<file path="config.mk">
export PLATFORM = sky130hd
export DESIGN_NAME = token_mutex_priority_arbiter_core_flat
export DESIGN_NICKNAME = d
export VERILOG_FILES = /design/src/rtl/tmpa_pkg.sv /design/src/rtl/tmpa_if.sv /design/src/rtl/token_mutex_priority_arbiter_core.sv /design/src/rtl/tmpa_seq.sv /design/src/flat_wrapper.sv
export SDC_FILE = /design/constraint.sdc
export NUM_CORES = 1
export LEC_CHECK = 0
export ABC_AREA = 1
export BUFFER_PORTS_ARGS = -buffer_cell sky130_fd_sc_hd__clkbuf_2
export CORE_ASPECT_RATIO = 0.9
export CORE_MARGIN = 8
export CORE_UTILIZATION = 44
export CTS_BUF_LIST = sky130_fd_sc_hd__clkbuf_16
export DETAILED_ROUTE_END_ITERATION = 16
export GPL_TIMING_DRIVEN = 0
export HOLD_SLACK_MARGIN = 0.1
export PLACE_DENSITY = 0.7
export RECOVER_POWER = 50
export SYNTH_ARGS = -nofsm -noshare
export SYNTH_HDL_FRONTEND = slang
export SYNTH_SLANG_ARGS = --single-unit
</file>
<file path="constraint.sdc">
create_clock -name clock -period 17.8 [get_ports clock]
set_input_delay 3.56 -clock clock [delete_from_list [all_inputs] [get_ports clock]]
set_output_delay 3.56 -clock clock [all_outputs]
set_load 0.1 [all_outputs]
</file>
<file path="src/rtl/tmpa_pkg.sv">
// ----------------------------------------------------------------------------
// tmpa_pkg: shared types and constants of the token mutex priority arbiter
// Sizes, opcode and result codes, the microcode word format and the
// read-only control program run by the sequencer.
// ----------------------------------------------------------------------------
package tmpa_pkg;

   // sizes
   localparam int NODES    = 8;
   localparam int SEQ_BITS = 16;
   localparam int IDX_W    = (NODES > 1) ? $clog2(NODES) : 1;
   localparam int UPC_W    = 4;

   localparam logic [IDX_W-1:0] LAST_IDX  = IDX_W'(NODES - 1);
   localparam logic [2:0]       PRIO_NONE = 3'd5;

   // configuration register index (byte address bit 2)
   localparam logic CSR_SELF_NODE = 1'b0;

   typedef enum logic [2:0] {
      OP_REMOTE = 3'd0,
      OP_MERGE  = 3'd1,
      OP_LREQ   = 3'd2,
      OP_LDONE  = 3'd3,
      OP_IDLE   = 3'd4
   } opcode_type;

   typedef enum logic [1:0] {
      KIND_ACK   = 2'd0,
      KIND_STALE = 2'd1,
      KIND_TOKEN = 2'd2
   } kind_type;

   // sequencer state
   typedef enum logic {
      SEQ_IDLE,
      SEQ_RUN
   } seq_state_type;

   // microcode fields
   typedef enum logic [1:0] {
      ASEL_NODE,
      ASEL_SELF,
      ASEL_IDX
   } asel_type;

   typedef enum logic [3:0] {
      ACT_NONE,
      ACT_REMOTE,
      ACT_MERGE,
      ACT_LREQ,
      ACT_DONE,
      ACT_BEST_INIT,
      ACT_SCAN,
      ACT_IDX_CLR,
      ACT_SEND
   } act_type;

   typedef enum logic [1:0] {
      EMIT_NONE,
      EMIT_ACK,
      EMIT_STALE,
      EMIT_TOKEN
   } emit_type;

   typedef enum logic [2:0] {
      COND_NEVER,
      COND_ALWAYS,
      COND_STALE,
      COND_PASS,
      COND_NO_TOKEN,
      COND_MORE,
      COND_BEST_SELF
   } cond_type;

   typedef struct packed {
      asel_type         asel;
      act_type          act;
      emit_type         emit;
      cond_type         cond;
      logic [UPC_W-1:0] target;
      logic             fin;
   } ucode_type;

   // datapath flags tested by the sequencer
   typedef struct packed {
      logic stale;
      logic pass;
      logic token;
      logic more;
      logic best_self;
   } ucond_type;

   // program addresses
   localparam logic [UPC_W-1:0] UPC_R_CHK  = 4'd0;
   localparam logic [UPC_W-1:0] UPC_R_UPD  = 4'd1;
   localparam logic [UPC_W-1:0] UPC_ACK    = 4'd2;
   localparam logic [UPC_W-1:0] UPC_STALE  = 4'd3;
   localparam logic [UPC_W-1:0] UPC_MERGE  = 4'd4;
   localparam logic [UPC_W-1:0] UPC_LREQ   = 4'd5;
   localparam logic [UPC_W-1:0] UPC_DONE   = 4'd6;
   localparam logic [UPC_W-1:0] UPC_P_INIT = 4'd7;
   localparam logic [UPC_W-1:0] UPC_P_SCAN = 4'd8;
   localparam logic [UPC_W-1:0] UPC_P_CHK  = 4'd9;
   localparam logic [UPC_W-1:0] UPC_P_SEND = 4'd10;

   function automatic ucode_type uword(asel_type a, act_type c, emit_type e,
                                       cond_type j, logic [UPC_W-1:0] t,
                                       logic f);
      ucode_type w;
      w.asel   = a;
      w.act    = c;
      w.emit   = e;
      w.cond   = j;
      w.target = t;
      w.fin    = f;
      return w;
   endfunction

   // control program: jump if cond, else finish if fin, else step on
   function automatic ucode_type ucode_rom(logic [UPC_W-1:0] pc);
      ucode_type w;
      case (pc)
         UPC_R_CHK:  w = uword(ASEL_NODE, ACT_NONE, EMIT_NONE, COND_STALE,
                               UPC_STALE, 1'b0);
         UPC_R_UPD:  w = uword(ASEL_NODE, ACT_REMOTE, EMIT_NONE, COND_PASS,
                               UPC_P_INIT, 1'b0);
         UPC_ACK:    w = uword(ASEL_SELF, ACT_NONE, EMIT_ACK, COND_NEVER,
                               UPC_ACK, 1'b1);
         UPC_STALE:  w = uword(ASEL_SELF, ACT_NONE, EMIT_STALE, COND_NEVER,
                               UPC_ACK, 1'b1);
         UPC_MERGE:  w = uword(ASEL_NODE, ACT_MERGE, EMIT_NONE, COND_ALWAYS,
                               UPC_ACK, 1'b0);
         UPC_LREQ:   w = uword(ASEL_SELF, ACT_LREQ, EMIT_NONE, COND_ALWAYS,
                               UPC_ACK, 1'b0);
         UPC_DONE:   w = uword(ASEL_SELF, ACT_DONE, EMIT_NONE, COND_NO_TOKEN,
                               UPC_ACK, 1'b0);
         UPC_P_INIT: w = uword(ASEL_SELF, ACT_BEST_INIT, EMIT_NONE, COND_NEVER,
                               UPC_ACK, 1'b0);
         UPC_P_SCAN: w = uword(ASEL_IDX, ACT_SCAN, EMIT_NONE, COND_MORE,
                               UPC_P_SCAN, 1'b0);
         UPC_P_CHK:  w = uword(ASEL_SELF, ACT_IDX_CLR, EMIT_NONE, COND_BEST_SELF,
                               UPC_ACK, 1'b0);
         UPC_P_SEND: w = uword(ASEL_IDX, ACT_SEND, EMIT_TOKEN, COND_MORE,
                               UPC_P_SEND, 1'b1);
         default:    w = uword(ASEL_SELF, ACT_NONE, EMIT_ACK, COND_NEVER,
                               UPC_ACK, 1'b1);
      endcase
      return w;
   endfunction

   // own index, saturated into the table
   function automatic logic [IDX_W-1:0] self_sat(logic [2:0] s);
      logic [IDX_W-1:0] r;
      if (int'(s) >= NODES) r = LAST_IDX;
      else                  r = IDX_W'(s);
      return r;
   endfunction

endpackage

</file>
<file path="src/rtl/tmpa_if.sv">
// ----------------------------------------------------------------------------
// tmpa_if: item channels of the token mutex priority arbiter
// Valid/ready channels for incoming operations and outgoing results.
// ----------------------------------------------------------------------------
interface tmpa_req_if;
   logic        valid;
   logic        ready;
   logic [2:0]  opcode;
   logic [2:0]  node;
   logic [15:0] request_number;
   logic [2:0]  priority_req;
   logic        local_busy;
   logic        last_word;

   modport source (output valid, opcode, node, request_number, priority_req,
                   local_busy, last_word, input ready);
   modport sink   (input valid, opcode, node, request_number, priority_req,
                   local_busy, last_word, output ready);
endinterface

interface tmpa_rsp_if;
   logic        valid;
   logic        ready;
   logic [1:0]  result_kind;
   logic [2:0]  dest_node;
   logic [2:0]  entry_index;
   logic [15:0] served_value;
   logic        token_here;
   logic        last;

   modport source (output valid, result_kind, dest_node, entry_index,
                   served_value, token_here, last, input ready);
   modport sink   (input valid, result_kind, dest_node, entry_index,
                   served_value, token_here, last, output ready);
endinterface

</file>
<file path="src/rtl/token_mutex_priority_arbiter_core.sv">
// ----------------------------------------------------------------------------
// token_mutex_priority_arbiter_core: token mutual exclusion node
// Per-node request, priority and served tables with a microcoded datapath.
// ----------------------------------------------------------------------------
// Results: one ack or stale word per item, also when a priority scan finds
//   nobody else pending; else token words follow the scan, one per table entry,
//   the last one flagged by last.
// Throughput: one item at a time; the next is taken the cycle after the last
//   result is registered.
// Reset: synchronous; a self_node write also re-initialises all tables.
module token_mutex_priority_arbiter_core (
   input  logic        clock,
   input  logic        reset,
   tmpa_req_if.sink    req_chan,
   tmpa_rsp_if.source  rsp_chan,
   input  logic        csr_psel,
   input  logic        csr_penable,
   input  logic        csr_pwrite,
   input  logic [2:0]  csr_paddr,
   input  logic [31:0] csr_pwdata,
   output logic [31:0] csr_prdata,
   output logic        csr_pready
);
   import tmpa_pkg::*;

   // tables and scalar state
   logic [SEQ_BITS-1:0] req_tab_ff  [NODES];
   logic [SEQ_BITS-1:0] req_tab_in  [NODES];
   logic [2:0]          prio_tab_ff [NODES];
   logic [2:0]          prio_tab_in [NODES];
   logic [SEQ_BITS-1:0] srv_tab_ff  [NODES];
   logic [SEQ_BITS-1:0] srv_tab_in  [NODES];
   logic [SEQ_BITS-1:0] own_ff, own_in;
   logic [SEQ_BITS-1:0] high_ff, high_in;
   logic                tok_ff, tok_in;
   logic [2:0]          self_ff, self_in;

   // scan registers
   logic [IDX_W-1:0]    idx_ff, idx_in;
   logic [IDX_W-1:0]    best_idx_ff, best_idx_in;
   logic [SEQ_BITS-1:0] best_req_ff, best_req_in;
   logic [2:0]          best_prio_ff, best_prio_in;

   // captured item
   logic [2:0]          in_node_ff;
   logic [SEQ_BITS-1:0] in_num_ff;
   logic [2:0]          in_prio_ff;
   logic                in_busy_ff;
   logic                in_lastw_ff;

   // result register
   logic                rsp_valid_ff, rsp_valid_in;
   logic [1:0]          kind_ff, kind_in;
   logic [2:0]          dest_ff, dest_in;
   logic [2:0]          entry_ff, entry_in;
   logic [15:0]         val_ff, val_in;
   logic                here_ff, here_in;
   logic                last_ff, last_in;

   logic                req_acc;
   logic                cfg_wr;
   logic                init;
   logic [2:0]          init_self;
   logic [IDX_W-1:0]    init_me;
   logic [IDX_W-1:0]    me;
   logic [IDX_W-1:0]    addr;
   logic [SEQ_BITS-1:0] rd_req;
   logic [2:0]          rd_prio;
   logic [SEQ_BITS-1:0] rd_srv;
   logic                better;
   logic                emit;
   logic                stall;
   logic                seq_busy;
   logic                step_en;
   ucode_type           uc;
   ucond_type           cond;

   // configuration port
   assign cfg_wr     = csr_psel && csr_penable && csr_pwrite && csr_pready &&
                       (csr_paddr[2] == CSR_SELF_NODE);
   assign csr_pready = 1'b1;
   assign csr_prdata = (csr_paddr[2] == CSR_SELF_NODE) ? 32'(self_ff) : '0;

   assign init      = reset || cfg_wr;
   assign init_self = reset ? 3'd0 : csr_pwdata[2:0];
   assign init_me   = self_sat(init_self);
   assign me        = self_sat(self_ff);

   // handshake
   assign req_chan.ready = !seq_busy;
   assign req_acc        = req_chan.valid && !seq_busy;
   assign stall          = rsp_valid_ff && !rsp_chan.ready;

   tmpa_seq u_seq (
      .clock         (clock),
      .reset         (reset),
      .start         (req_acc),
      .start_op      (req_chan.opcode),
      .start_node_ok (int'(req_chan.node) < NODES),
      .cond          (cond),
      .stall         (stall),
      .busy          (seq_busy),
      .step_en       (step_en),
      .uc            (uc)
   );

   // table read port
   always_comb begin
      case (uc.asel)
         ASEL_NODE: addr = IDX_W'(in_node_ff);
         ASEL_IDX:  addr = idx_ff;
         default:   addr = me;
      endcase
   end
   assign rd_req  = req_tab_ff[addr];
   assign rd_prio = prio_tab_ff[addr];
   assign rd_srv  = srv_tab_ff[addr];

   // candidate beats current best: class, then number, then index
   always_comb begin
      if (rd_prio == best_prio_ff)
         better = (rd_req < best_req_ff) ||
                  ((rd_req == best_req_ff) && (idx_ff <= best_idx_ff));
      else
         better = (rd_prio < best_prio_ff);
      better = better && (rd_req > rd_srv);
   end

   // flags for jumps
   always_comb begin
      cond.stale     = (in_num_ff <= rd_srv);
      cond.pass      = tok_ff && !in_busy_ff;
      cond.token     = tok_ff;
      cond.more      = (idx_ff != LAST_IDX);
      cond.best_self = (best_idx_ff == me);
   end

   // datapath next values
   always_comb begin
      req_tab_in   = req_tab_ff;
      prio_tab_in  = prio_tab_ff;
      srv_tab_in   = srv_tab_ff;
      own_in       = own_ff;
      high_in      = high_ff;
      tok_in       = tok_ff;
      self_in      = self_ff;
      idx_in       = idx_ff;
      best_idx_in  = best_idx_ff;
      best_req_in  = best_req_ff;
      best_prio_in = best_prio_ff;
      if (init) begin
         self_in = init_self;
         for (int i = 0; i < NODES; i++) begin
            req_tab_in[i]  = (IDX_W'(i) == init_me) ? SEQ_BITS'(1) : '0;
            prio_tab_in[i] = (IDX_W'(i) == init_me) ? PRIO_NONE : 3'd0;
            srv_tab_in[i]  = '0;
         end
         own_in  = SEQ_BITS'(1);
         high_in = '0;
         tok_in  = (init_self == 3'd0);
      end else if (step_en) begin
         case (uc.act)
            ACT_REMOTE: begin
               if ((in_prio_ff < rd_prio) || (rd_req <= rd_srv)) begin
                  req_tab_in[addr]  = in_num_ff;
                  prio_tab_in[addr] = in_prio_ff;
               end
               if (own_ff < in_num_ff) high_in = in_num_ff;
            end
            ACT_MERGE: begin
               if (in_num_ff > rd_srv) srv_tab_in[addr] = in_num_ff;
               if (in_lastw_ff) tok_in = 1'b1;
            end
            ACT_LREQ: begin
               high_in           = high_ff + 1'b1;
               own_in            = high_ff + 1'b1;
               req_tab_in[addr]  = high_ff + 1'b1;
               prio_tab_in[addr] = in_prio_ff;
            end
            ACT_DONE: begin
               srv_tab_in[addr]  = own_ff;
               own_in            = own_ff + 1'b1;
               req_tab_in[addr]  = own_ff + 1'b1;
               prio_tab_in[addr] = in_prio_ff;
            end
            ACT_BEST_INIT: begin
               best_idx_in  = me;
               best_req_in  = rd_req;
               best_prio_in = rd_prio;
               idx_in       = '0;
            end
            ACT_SCAN: begin
               if (better) begin
                  best_idx_in  = idx_ff;
                  best_req_in  = rd_req;
                  best_prio_in = rd_prio;
               end
               idx_in = idx_ff + 1'b1;
            end
            ACT_IDX_CLR: idx_in = '0;
            ACT_SEND: begin
               tok_in = 1'b0;
               idx_in = idx_ff + 1'b1;
            end
            default: ;
         endcase
      end
   end

   // result register
   assign emit = step_en && (uc.emit != EMIT_NONE);
   always_comb begin
      rsp_valid_in = rsp_valid_ff && !rsp_chan.ready;
      kind_in      = kind_ff;
      dest_in      = dest_ff;
      entry_in     = entry_ff;
      val_in       = val_ff;
      here_in      = here_ff;
      last_in      = last_ff;
      if (emit) begin
         rsp_valid_in = 1'b1;
         case (uc.emit)
            EMIT_TOKEN: begin
               kind_in  = KIND_TOKEN;
               dest_in  = 3'(best_idx_ff);
               entry_in = 3'(idx_ff);
               val_in   = 16'(rd_srv);
               here_in  = 1'b0;
               last_in  = !cond.more;
            end
            EMIT_STALE: begin
               kind_in  = KIND_STALE;
               dest_in  = '0;
               entry_in = '0;
               val_in   = '0;
               here_in  = tok_ff;
               last_in  = 1'b1;
            end
            default: begin
               kind_in  = KIND_ACK;
               dest_in  = '0;
               entry_in = '0;
               val_in   = '0;
               here_in  = tok_ff;
               last_in  = 1'b1;
            end
         endcase
      end
   end

   always_ff @(posedge clock) begin
      req_tab_ff   <= req_tab_in;
      prio_tab_ff  <= prio_tab_in;
      srv_tab_ff   <= srv_tab_in;
      own_ff       <= own_in;
      high_ff      <= high_in;
      tok_ff       <= tok_in;
      self_ff      <= self_in;
      idx_ff       <= idx_in;
      best_idx_ff  <= best_idx_in;
      best_req_ff  <= best_req_in;
      best_prio_ff <= best_prio_in;
      kind_ff      <= kind_in;
      dest_ff      <= dest_in;
      entry_ff     <= entry_in;
      val_ff       <= val_in;
      here_ff      <= here_in;
      last_ff      <= last_in;
      if (reset) rsp_valid_ff <= 1'b0;
      else       rsp_valid_ff <= rsp_valid_in;
   end

   // item capture
   always_ff @(posedge clock) begin
      if (req_acc) begin
         in_node_ff  <= req_chan.node;
         in_num_ff   <= SEQ_BITS'(req_chan.request_number);
         in_prio_ff  <= req_chan.priority_req;
         in_busy_ff  <= req_chan.local_busy;
         in_lastw_ff <= req_chan.last_word;
      end
   end

   assign rsp_chan.valid        = rsp_valid_ff;
   assign rsp_chan.result_kind  = kind_ff;
   assign rsp_chan.dest_node    = dest_ff;
   assign rsp_chan.entry_index  = entry_ff;
   assign rsp_chan.served_value = val_ff;
   assign rsp_chan.token_here   = here_ff;
   assign rsp_chan.last         = last_ff;

   // checks
   a_send_drops_token: assert property (@(posedge clock) disable iff (reset)
      (step_en && (uc.emit == EMIT_TOKEN)) |=> !tok_ff)
      else $error("token still held after a token word went out");

   a_best_in_table: assert property (@(posedge clock) disable iff (reset)
      (seq_busy && (uc.act == ACT_SEND)) |-> (best_idx_ff <= LAST_IDX))
      else $error("handover destination outside the table");

   a_send_not_self: assert property (@(posedge clock) disable iff (reset)
      (step_en && (uc.emit == EMIT_TOKEN)) |-> (best_idx_ff != me))
      else $error("token handed to this node itself");

endmodule

</file>
<file path="src/rtl/tmpa_seq.sv">
// ----------------------------------------------------------------------------
// tmpa_seq: microcode sequencer
// Dispatches an accepted item to its routine, fetches one control word per
// step from the program table and resolves conditional jumps.
// ----------------------------------------------------------------------------
module tmpa_seq (
   input  logic                clock,
   input  logic                reset,
   input  logic                start,
   input  logic [2:0]          start_op,
   input  logic                start_node_ok,
   input  tmpa_pkg::ucond_type cond,
   input  logic                stall,
   output logic                busy,
   output logic                step_en,
   output tmpa_pkg::ucode_type uc
);
   import tmpa_pkg::*;

   seq_state_type    state_ff, state_in;
   logic [UPC_W-1:0] pc_ff, pc_in;
   logic [UPC_W-1:0] entry;
   logic             jump;

   // routine entry per opcode
   always_comb begin
      case (opcode_type'(start_op))
         OP_REMOTE: entry = start_node_ok ? UPC_R_CHK : UPC_ACK;
         OP_MERGE:  entry = start_node_ok ? UPC_MERGE : UPC_ACK;
         OP_LREQ:   entry = UPC_LREQ;
         OP_LDONE:  entry = UPC_DONE;
         default:   entry = UPC_ACK;
      endcase
   end

   // outputs: current control word, step enable
   always_comb begin
      uc      = ucode_rom(pc_ff);
      busy    = (state_ff == SEQ_RUN);
      step_en = busy && !((uc.emit != EMIT_NONE) && stall);
   end

   // jump condition
   always_comb begin
      case (uc.cond)
         COND_ALWAYS:    jump = 1'b1;
         COND_STALE:     jump = cond.stale;
         COND_PASS:      jump = cond.pass;
         COND_NO_TOKEN:  jump = !cond.token;
         COND_MORE:      jump = cond.more;
         COND_BEST_SELF: jump = cond.best_self;
         default:        jump = 1'b0;
      endcase
   end

   // next state and step counter
   always_comb begin
      state_in = state_ff;
      pc_in    = pc_ff;
      case (state_ff)
         SEQ_IDLE: begin
            if (start) begin
               state_in = SEQ_RUN;
               pc_in    = entry;
            end
         end
         SEQ_RUN: begin
            if (step_en) begin
               if (jump)        pc_in    = uc.target;
               else if (uc.fin) state_in = SEQ_IDLE;
               else             pc_in    = pc_ff + 1'b1;
            end
         end
         default: state_in = SEQ_IDLE;
      endcase
   end

   always_ff @(posedge clock) begin
      if (reset) begin
         state_ff <= SEQ_IDLE;
         pc_ff    <= UPC_ACK;
      end else begin
         state_ff <= state_in;
         pc_ff    <= pc_in;
      end
   end

   // checks
   a_start_runs: assert property (@(posedge clock) disable iff (reset)
      (start && !busy) |=> busy)
      else $error("accepted item did not start the program");

   a_pc_range: assert property (@(posedge clock) disable iff (reset)
      busy |-> (pc_ff <= UPC_P_SEND))
      else $error("step counter outside the program");

endmodule
</file>
<file path="src/flat_wrapper.sv">
// flat-port wrapper written by rule: the top's interface ports become plain ports
module token_mutex_priority_arbiter_core_flat import tmpa_pkg::*;
  (clock, reset, csr_psel, csr_penable, csr_pwrite, csr_paddr, csr_pwdata, csr_prdata, csr_pready, req_chan_valid, req_chan_opcode, req_chan_node, req_chan_request_number, req_chan_priority_req, req_chan_local_busy, req_chan_last_word, req_chan_ready, rsp_chan_valid, rsp_chan_result_kind, rsp_chan_dest_node, rsp_chan_entry_index, rsp_chan_served_value, rsp_chan_token_here, rsp_chan_last, rsp_chan_ready);
  tmpa_req_if req_chan_i ();
  tmpa_rsp_if rsp_chan_i ();
  input  logic clock;
  input  logic reset;
  input  logic csr_psel;
  input  logic csr_penable;
  input  logic csr_pwrite;
  input  logic [2:0] csr_paddr;
  input  logic [31:0] csr_pwdata;
  output logic [31:0] csr_prdata;
  output logic csr_pready;
  input wire logic [$bits(req_chan_i.valid)-1:0] req_chan_valid;
  input wire logic [$bits(req_chan_i.opcode)-1:0] req_chan_opcode;
  input wire logic [$bits(req_chan_i.node)-1:0] req_chan_node;
  input wire logic [$bits(req_chan_i.request_number)-1:0] req_chan_request_number;
  input wire logic [$bits(req_chan_i.priority_req)-1:0] req_chan_priority_req;
  input wire logic [$bits(req_chan_i.local_busy)-1:0] req_chan_local_busy;
  input wire logic [$bits(req_chan_i.last_word)-1:0] req_chan_last_word;
  output wire logic [$bits(req_chan_i.ready)-1:0] req_chan_ready;
  output wire logic [$bits(rsp_chan_i.valid)-1:0] rsp_chan_valid;
  output wire logic [$bits(rsp_chan_i.result_kind)-1:0] rsp_chan_result_kind;
  output wire logic [$bits(rsp_chan_i.dest_node)-1:0] rsp_chan_dest_node;
  output wire logic [$bits(rsp_chan_i.entry_index)-1:0] rsp_chan_entry_index;
  output wire logic [$bits(rsp_chan_i.served_value)-1:0] rsp_chan_served_value;
  output wire logic [$bits(rsp_chan_i.token_here)-1:0] rsp_chan_token_here;
  output wire logic [$bits(rsp_chan_i.last)-1:0] rsp_chan_last;
  input wire logic [$bits(rsp_chan_i.ready)-1:0] rsp_chan_ready;
  assign req_chan_i.valid = req_chan_valid;
  assign req_chan_i.opcode = req_chan_opcode;
  assign req_chan_i.node = req_chan_node;
  assign req_chan_i.request_number = req_chan_request_number;
  assign req_chan_i.priority_req = req_chan_priority_req;
  assign req_chan_i.local_busy = req_chan_local_busy;
  assign req_chan_i.last_word = req_chan_last_word;
  assign req_chan_ready = req_chan_i.ready;
  assign rsp_chan_valid = rsp_chan_i.valid;
  assign rsp_chan_result_kind = rsp_chan_i.result_kind;
  assign rsp_chan_dest_node = rsp_chan_i.dest_node;
  assign rsp_chan_entry_index = rsp_chan_i.entry_index;
  assign rsp_chan_served_value = rsp_chan_i.served_value;
  assign rsp_chan_token_here = rsp_chan_i.token_here;
  assign rsp_chan_last = rsp_chan_i.last;
  assign rsp_chan_i.ready = rsp_chan_ready;
  token_mutex_priority_arbiter_core u_core (.clock(clock), .reset(reset), .req_chan(req_chan_i), .rsp_chan(rsp_chan_i), .csr_psel(csr_psel), .csr_penable(csr_penable), .csr_pwrite(csr_pwrite), .csr_paddr(csr_paddr), .csr_pwdata(csr_pwdata), .csr_prdata(csr_prdata), .csr_pready(csr_pready));
endmodule
</file>
Word level (Yosys, flattened, before mapping)
Memories as Yosys holds them, arrays and structs flattened. A register that Yosys moved wholly into a read port is not among the register bits. Cells that the tools add are included.

Bits in read-only memories: 256. Logic and storage cells: 230. Memories: 1. Register bits: 397. Input port bits: 69.

Add/subtract/negate cells: 4. Muxes and demuxes: 79. Order comparisons: 11. Reduce and logical (&&, ||, !) cells: 46. Eq/ne operators: 39. Bitwise gates (word level): 4.

Memory list: (no name shown) (words 16, bits a word 16, rd ports 1, clocked after memory_dff 1, write ports 0, RTL line tmpa_pkg.sv:123) `case (pc)`.

Operators with widths (number): $bwmux 128 (5); $mux 128 (4); $pmux 128 s3 (1); $pmux 128 s2 (1); $mux 16 (7); $bmux 16 s3 (2); $pmux 16 s2 (3); $mux 24 (3); $demux 16 s3 (1); $pmux 24 s2 (1); $mux 3 (15); $add 16x1->16 const B (2); $gt 16x16->1 (2); $le 16x16->1 (2); $lt 16x16->1 (2); $bwmux 24 (1); $mux 4 (6); $pmux 3 s2 (4); $reduce_and 3->1 (7); $mux 1 (17); $eq 16x16->1 (1); $eq 4x3->1 const B (4); $reduce_bool 2->1 (7); $eq 3x2->1 const B (4); other kinds (39) (81).

Depth between registers and ports, before layout
Gate-level depths: netlist of the first run.

Depth in word-level cells: 13. Depth in mapped cells: 33. Depth with buffers taken out: 32.

Hierarchy
A second synthesis of the first run with hierarchy kept.

Cells, all modules: 2828. Area total of the unflattened synthesis: 22052.4 sq um.

By module, submodules not included: token_mutex_priority_arbiter_core (times used 1, sequential area each 10159.7 sq um, area an instance 21062.7 sq um, cells an instance 2688); tmpa_seq (times used 1, sequential area each 400.4 sq um, area an instance 989.7 sq um, cells an instance 140).

Least setup slack after synthesis of the first run
No wires, ideal clock.

Path type: input to output. From: input csr_paddr[2]. To: output csr_prdata[0]. Arrival: 4813 ps. Required time: 14240 ps. Stages on the path: 1. Slack: 9427 ps. Cells stage by stage: nor2_1.

Longest elaborated chain between the ends: 1.

Ends and longest elaborated chain: start: declaration (RTL line flat_wrapper.sv:11) `input logic [2:0] csr_paddr;`; $mux 3 (RTL line token_mutex_priority_arbiter_core.sv:82) `assign csr_prdata = (csr_paddr[2] == CSR_SELF_NODE) ? 32'(self_ff) : '0;`; end: declaration (RTL line flat_wrapper.sv:13) `output logic [31:0] csr_prdata;`.

Every way passes these cells.

Final worst setup path of the first run
From: input csr_paddr[2]. To: register u_core.req_tab_ff[37] (netlist bit), enable pin.

Longest elaborated chain between the ends: 5.

Ends and longest elaborated chain: $not 1->1 (*) (RTL line token_mutex_priority_arbiter_core.sv:80) `(csr_paddr[2] == CSR_SELF_NODE);`; $logic_and 1x1->1 (*) (RTL line token_mutex_priority_arbiter_core.sv:79) `assign cfg_wr = csr_psel && csr_penable && csr_pwrite && csr_pready &&`; $logic_or 1x1->1 (*) (RTL line token_mutex_priority_arbiter_core.sv:84) `assign init = reset || cfg_wr;`; $ne 3x1->1 (no source line) (tied with other cells); $reduce_and 3->1 (no source line) (*); end signal: assignment (RTL line token_mutex_priority_arbiter_core.sv:252) `req_tab_ff <= req_tab_in;`; end: declaration (RTL line token_mutex_priority_arbiter_core.sv:27) `logic [SEQ_BITS-1:0] req_tab_ff [NODES];`.

Mark *: on every way between the ends. The rest lies on a longest branch, timed or not. A chain may end at the register's enable or synchronous reset.

==> impl_metrics.tcl, run 1 <==
set metrics [dict create \
    start_util_pct 44.5 \
    place_ws_ns 9.96 \
    post-route-period-util_pct 45.2 \
    seq_area_mm2 0.0106 \
    ctsRootBufferMaster "clkbuf_16" \
    die_h_um 225 \
    p_leak_nw 9.66 \
    worstMarginPinSlew_ns 1.52 \
    instances_no_fill 3318 \
    vias_per_cell 6.03 \
    synth_xor_area_share_pct 0.574 \
    coreArea_mm2 0.0479 \
    firstDrtPassIters 8 \
    synthTopCellsByCount "323 x o21ai_0, 313 x nand2_1, 294 x inv_1" \
    fin_ws_ns 9.75 \
    peakVddDrop_mv 0.0877 \
    synth_seq_cells 412 \
    cts.clk_slew.worst_paths_ns 0.06 \
    synth.top_cell.area_share_pct 32.5 \
    postCtsSetupBuffers 0 \
    synth_most_common_cell "o21ai_0" \
    clock_latency_ns 0.59 \
    required_ns 18.10 \
    crit_arrival_ns 8.35 \
    grt_pass1_wl_um 118000 \
    p_per_area_mw_per_mm2 158 \
    seq_area_frac_synth_pct 49.5 \
    synth_top_cell_by_area "edfxtp_1" \
    maxCapViolCount 1 \
    synth_edf_count 231 \
    cts.repair.resized 0 \
    violations "max-capacitance violations, max-slew violations" \
    drc 0 \
    stdcell_area_mm2 0.0239 \
    row_count 76 \
    io_buffers 68 \
    grt_usage_pct 28.0 \
    antenna_found_initial 4 \
    synthCells 2513 \
    holdBufCountCts 0 \
    synth_top_family_by_area "compound AO/OA/AOI/OAI gates" \
    synth_area_leaders "edfxtp_1 32%, dfxtp_1 17%, o21ai_0 7.6%, a21oi_1 6.1%, nand2_1 5.5%" \
    path_class "in -> reg" \
    synth_compound_area_share_pct 21.4 \
    die_w_um 248 \
    yosys_warnings 0 \
    first_global_vias 18700 \
    post-dp-hpwl_um 58600 \
    async_flop_share_pct 0 \
    n_fill_cell 4585 \
    fmax_ghz 0.124 \
    yosys_most_used_dff "edfxtp_1" \
    synth_mux_area_share_pct 0 \
    syn_to_final_growth_pct 11.8 \
    finalSetupViolCount 0 \
    path_max_fanout 70 \
    dpl_cell_area_mm2 0.0226 \
    drt-wirelength-per-cell_um 24.1 \
    pin_count 130 \
    slew_headroom_pct -1.47 \
    avgSynthCellArea_um2 8.49 \
    die-area_mm2 0.0558 \
    synthSimpleGateAreaFrac_pct 14.7 \
    tns_ns 0 \
    grt_max_degree 71 \
    drt-initial-drc-count 2913 \
    drive_above_1_share_pct 8.02 \
    start_kind "input pin" \
    cts.sinks 412 \
    skew_ns 0.0258 \
    numCtsBuffers 44 \
    endpoint_kind "register" \
    clockBufferDepth 3 \
    cts_tree "yes" \
    slew_viol_final 11 \
    final_core_util_pct 49.8 \
    status "complete, but fails checks" \
    hold_viol 0 \
    totalWireLength_um 80100 \
    mappedNetlistArea_mm2 0.0213 \
    synthAdderAreaFrac_pct 4.46 \
    vias 20000 \
    hold_path.class "reg -> reg" \
    multi_input_area_mm2 0.00882 \
    dp_cells 3236 \
    overflow 0 \
    place.gp.congestion 0.978 \
    htree_levels 2 \
    rsz0062_at_grt "no" \
    nets 2804 \
    min_period_ns 8.05 \
    ys_types 62 \
    ant_nets 0 \
]
-- registers in the layout (all words and copies together), names as in the netlist, 2 cells and up --
signal / count
u_core.u_seq.uc: 15
u_core.idx_ff: 3
u_core.me: 3
u_core.best_idx_ff: 3
u_core.in_num_ff: 16
u_core.rsp_chan.entry_index: 3
u_core.req_tab_ff: 128
u_core.in_prio_ff: 3
u_core.rsp_chan.result_kind: 2
u_core.own_ff: 16
u_core.best_prio_ff: 3
u_core.high_ff: 16
u_core.srv_tab_ff: 128
u_core.rsp_chan.served_value: 16
u_core.u_seq.pc_ff: 4
u_core.rsp_chan.dest_node: 3
u_core.best_req_ff: 16
u_core.in_node_ff: 3
u_core.prio_tab_ff: 24
-- cell families after synthesis --
family	Yosys count
compound gates	805
xor+xnor	14
fa+ha+maj	76
buf+inv	476
flops	412
other cells	2
simple gates	728
-- critical path, stage by stage --
cell and delay, ns:
clkbuf_2 0.13, nor2_1 0.17, nor2_1 1.17, inv_1 0.53
nor2_1 0.89, inv_1 0.47, o22ai_1 0.26, inv_1 0.10
nand2_4 0.16, buf_6 0.18, inv_4 0.29, buf_16 0.36
-- routing by layer --
| metal | wire [um] | vias up | track usage (%) |
|---|---|---|---|
| met3 | 10900 | 242 | 8.70 |
| met4 | 3750 | 2 | 11.5 |
| met1 | 32000 | 9512 | 37.8 |
| met5 | 12 | - | 0 |
| met2 | 33500 | 1311 | 41.4 |
| li1 | - | 8956 | - |
-- worst paths after layout --
kind	cells past startpoint	slack, ns	startpoint	endpoint
max	12	9.75	csr_paddr[2]	u_core.req_tab_ff[37]
min	2	0.45	u_core.srv_tab_ff[7]	u_core.srv_tab_ff[7]
max reg2reg	21	10.53	u_core.idx_ff[0]	u_core.req_tab_ff[37]
min reg2reg	2	0.45	u_core.srv_tab_ff[7]	u_core.srv_tab_ff[7]
-- power by group --
| group | switching [W] | internal (W) |
|---|---|---|
| clock network | 0.000402 | 0.000512 |
| logic | 0.00118 | 0.000362 |
| registers | 0.0000840 | 0.00122 |
| total | 0.00167 | 0.00209 |
-- cell usage in the layout, fill, tap and decap left out, drive strengths merged, types with 4 or more instances in the layout --
cell type,synthesis,layout
buf,95,74
o22ai,58,58
a21oi,262,262
xor2,10,10
clkinv,2,19
nand3,106,106
o2111ai,9,9
a31oi,15,15
a211oi,12,12
o21ai,346,346
conb,2,30
clkbuf,65,206
inv,314,326
or2,12,12
nor3,16,16
nand2,324,324
nor2,242,242
nand4,23,23
o31ai,8,8
a22oi,14,14
edfxtp,231,231
xnor2,4,4
o211ai,42,42
o221ai,11,11
a221oi,14,14
dfxtp,181,181
a22o,4,4
ha,76,76
-- through the flow --
stage | hold WS [ns] | total power, W
after floorplan | 0.430 | 0.00224
after global placement | 0.440 | 0.00277
after detailed placement | 0.446 | 0.00280
after CTS | 0.455 | 0.00371
after global routing | 0.474 | 0.00391
final | 0.454 | 0.00376
-- cell type report --
type,count,share of cell area [%]
buffer,160,3.24
tap,624,3.27
clock buffer,48,5.03
timing repair buffer,72,1.44
multi-input combinational,1653,37.0
inverter,316,4.99
clock inverter,32,0.812
sequential,412,44.2
antenna,1,0.0105
(Power assumes the default switching activity.)
==> run 2, diff against run 1 <==
==> constraint.sdc (replaced) <==
create_clock -name clock -period 8.4 [get_ports clock]
set_input_delay 1.68 -clock clock [delete_from_list [all_inputs] [get_ports clock]]
set_output_delay 1.68 -clock clock [all_outputs]
set_load 0.1 [all_outputs]
==> impl_metrics.tcl, run 2 (same netlist as run 1, synthesis figures left out) <==
set metrics [dict create \
    numCtsBuffers 44 \
    layout_commonest_cell "o21ai_0" \
    nets 2804 \
    rsz0062_at_grt "no" \
    drt-wirelength-per-cell_um 24.2 \
    status "complete, but fails checks" \
    cts.sinks 412 \
    top_usage_layer "met2" \
    min_period_ns 7.04 \
    cts.repair.resized 0 \
    seq_area_mm2 0.0106 \
    vias_per_cell 6.03 \
    n_fill_cell 4565 \
    drive_above_1_share_pct 8.95 \
    path_class "reg -> reg" \
    multi_input_area_mm2 0.00887 \
    ctsRootBufferMaster "clkbuf_16" \
    whs_path_depth 2 \
    die_h_um 225 \
    required_ns 8.65 \
    drc 0 \
    hold_viol 0 \
    maxCapViolCount 1 \
    top_regs "u_core.req_tab_ff (128), u_core.srv_tab_ff (128), u_core.prio_tab_ff (24)" \
    p_per_area_mw_per_mm2 334 \
    slew_viol_final 11 \
    worstMarginPinSlew_ns 1.51 \
    endpoint_kind "register" \
    use_met2_pct 41.4 \
    grt_max_degree 71 \
    p_leak_nw 9.72 \
    htree_levels 2 \
    crit_arrival_ns 7.29 \
    clockBufferDepth 3 \
    met3_usage_pct 8.70 \
    tns_ns 0 \
    dp_cells 3236 \
    violations "max-capacitance violations, max-slew violations" \
    pin_count 130 \
    overflow 0 \
    die_w_um 248 \
    instances_no_fill 3318 \
    finalSetupViolCount 0 \
    start_kind "register" \
    fmax_ghz 0.142 \
    antenna_found_initial 4 \
    syn_to_final_growth_pct 12.1 \
    firstDrtPassIters 6 \
    coreArea_mm2 0.0479 \
    place.gp.congestion 0.978 \
    holdBufCountCts 0 \
    grt_pass1_wl_um 118000 \
    slew_headroom_pct -1.01 \
    final_cell_mix "323 x o21ai_0, 314 x nand2_1, 308 x inv_1" \
    reg2reg_depth 21 \
    die-area_mm2 0.0558 \
    totalWireLength_um 80300 \
    peakVddDrop_mv 0.186 \
    clock_latency_ns 0.60 \
    path_max_fanout 70 \
    post-dp-hpwl_um 58600 \
    skew_ns 0.0274 \
    use_met1_pct 37.8 \
    cts.clk_slew.worst_paths_ns 0.06 \
    postCtsSetupBuffers 0 \
    grt_usage_pct 28.0 \
    hold_path.class "reg -> reg" \
    first_global_vias 18700 \
    vias 20000 \
    row_count 76 \
    start_util_pct 44.5 \
    cts_tree "yes" \
    ant_nets 0 \
    io_buffers 68 \
    drt-initial-drc-count 2949 \
    post-route-period-util_pct 83.8 \
    final_core_util_pct 49.9 \
    holdWs_ns 0.459 \
]
==> run 2: changes by cell type in the layout (fill, tap and decap cells not counted), moves of 3 or more <==
cell      before  now
clkbuf_1     124  113
nor2_1       236  228
buf_2         34   46
nor2_2         5   12
nand2_2        4    7
nand2_1      318  314
==> run 2: layout make-up <==
class	count	area share, %
Sequential cell	412	44.1
Multi-Input combinational cell	1653	37.1
Inverter	316	4.97
Tap cell	624	3.26
Buffer	160	3.28
Antenna cell	1	0.0105
Clock inverter	32	0.810
Clock buffer	48	5.02
Timing Repair Buffer	72	1.43
==> run 2: worst paths after layout <==
kind                                             start                      to  slack [ns]
worst max register to register        u_core.idx_ff[0]   u_core.req_tab_ff[53]        1.36
worst max-delay path                  u_core.idx_ff[0]   u_core.req_tab_ff[53]        1.36
worst min-delay path            u_core.srv_tab_ff[122]  u_core.srv_tab_ff[122]        0.46
worst min register to register  u_core.srv_tab_ff[122]  u_core.srv_tab_ff[122]        0.46
==> run 2: critical path, cell delays in order (launching register included) <==
cell and delay (ns):
edfxtp_1 0.44, inv_1 0.17, nand3_1 0.10, nand3_1 0.44
clkinvlp_2 0.51, nand2_1 0.29, clkbuf_1 0.52, clkbuf_1 0.63
buf_2 0.42, o2111ai_1 0.42, inv_1 0.26, ha_1 0.15
nand2_1 0.05, nor3_1 0.29, nand4_1 0.13, nor3_1 0.22
a31oi_1 0.14, nand4_2 0.16, nand2_4 0.13, buf_6 0.17
inv_4 0.63, buf_16 0.34
==> run 2: power by group <==
group,internal [W],total [W],switching [W]
logic,0.000768,0.00328,0.00251
registers,0.00259,0.00277,0.000180
clock network,0.00109,0.00194,0.000855
==> run 2: layer usage <==
metal  up-vias  wire length (um)
met2      1259             33700
met5         -                12
met4         2              3780
met1      9558             32200
li1       8948                 -
met3       225             10700
==> run 2: stage by stage <==
stage	worst slack (ns)	area, um^2	power (W)
4_1_cts	2.36	24000	0.00787
2_1_floorplan	2.69	21400	0.00476
3_5_place_dp	2.39	22600	0.00594
6_report	1.36	23900	0.00798
3_3_place_gp	0.0638	22600	0.00587
5_1_grt	1.01	23900	0.00829
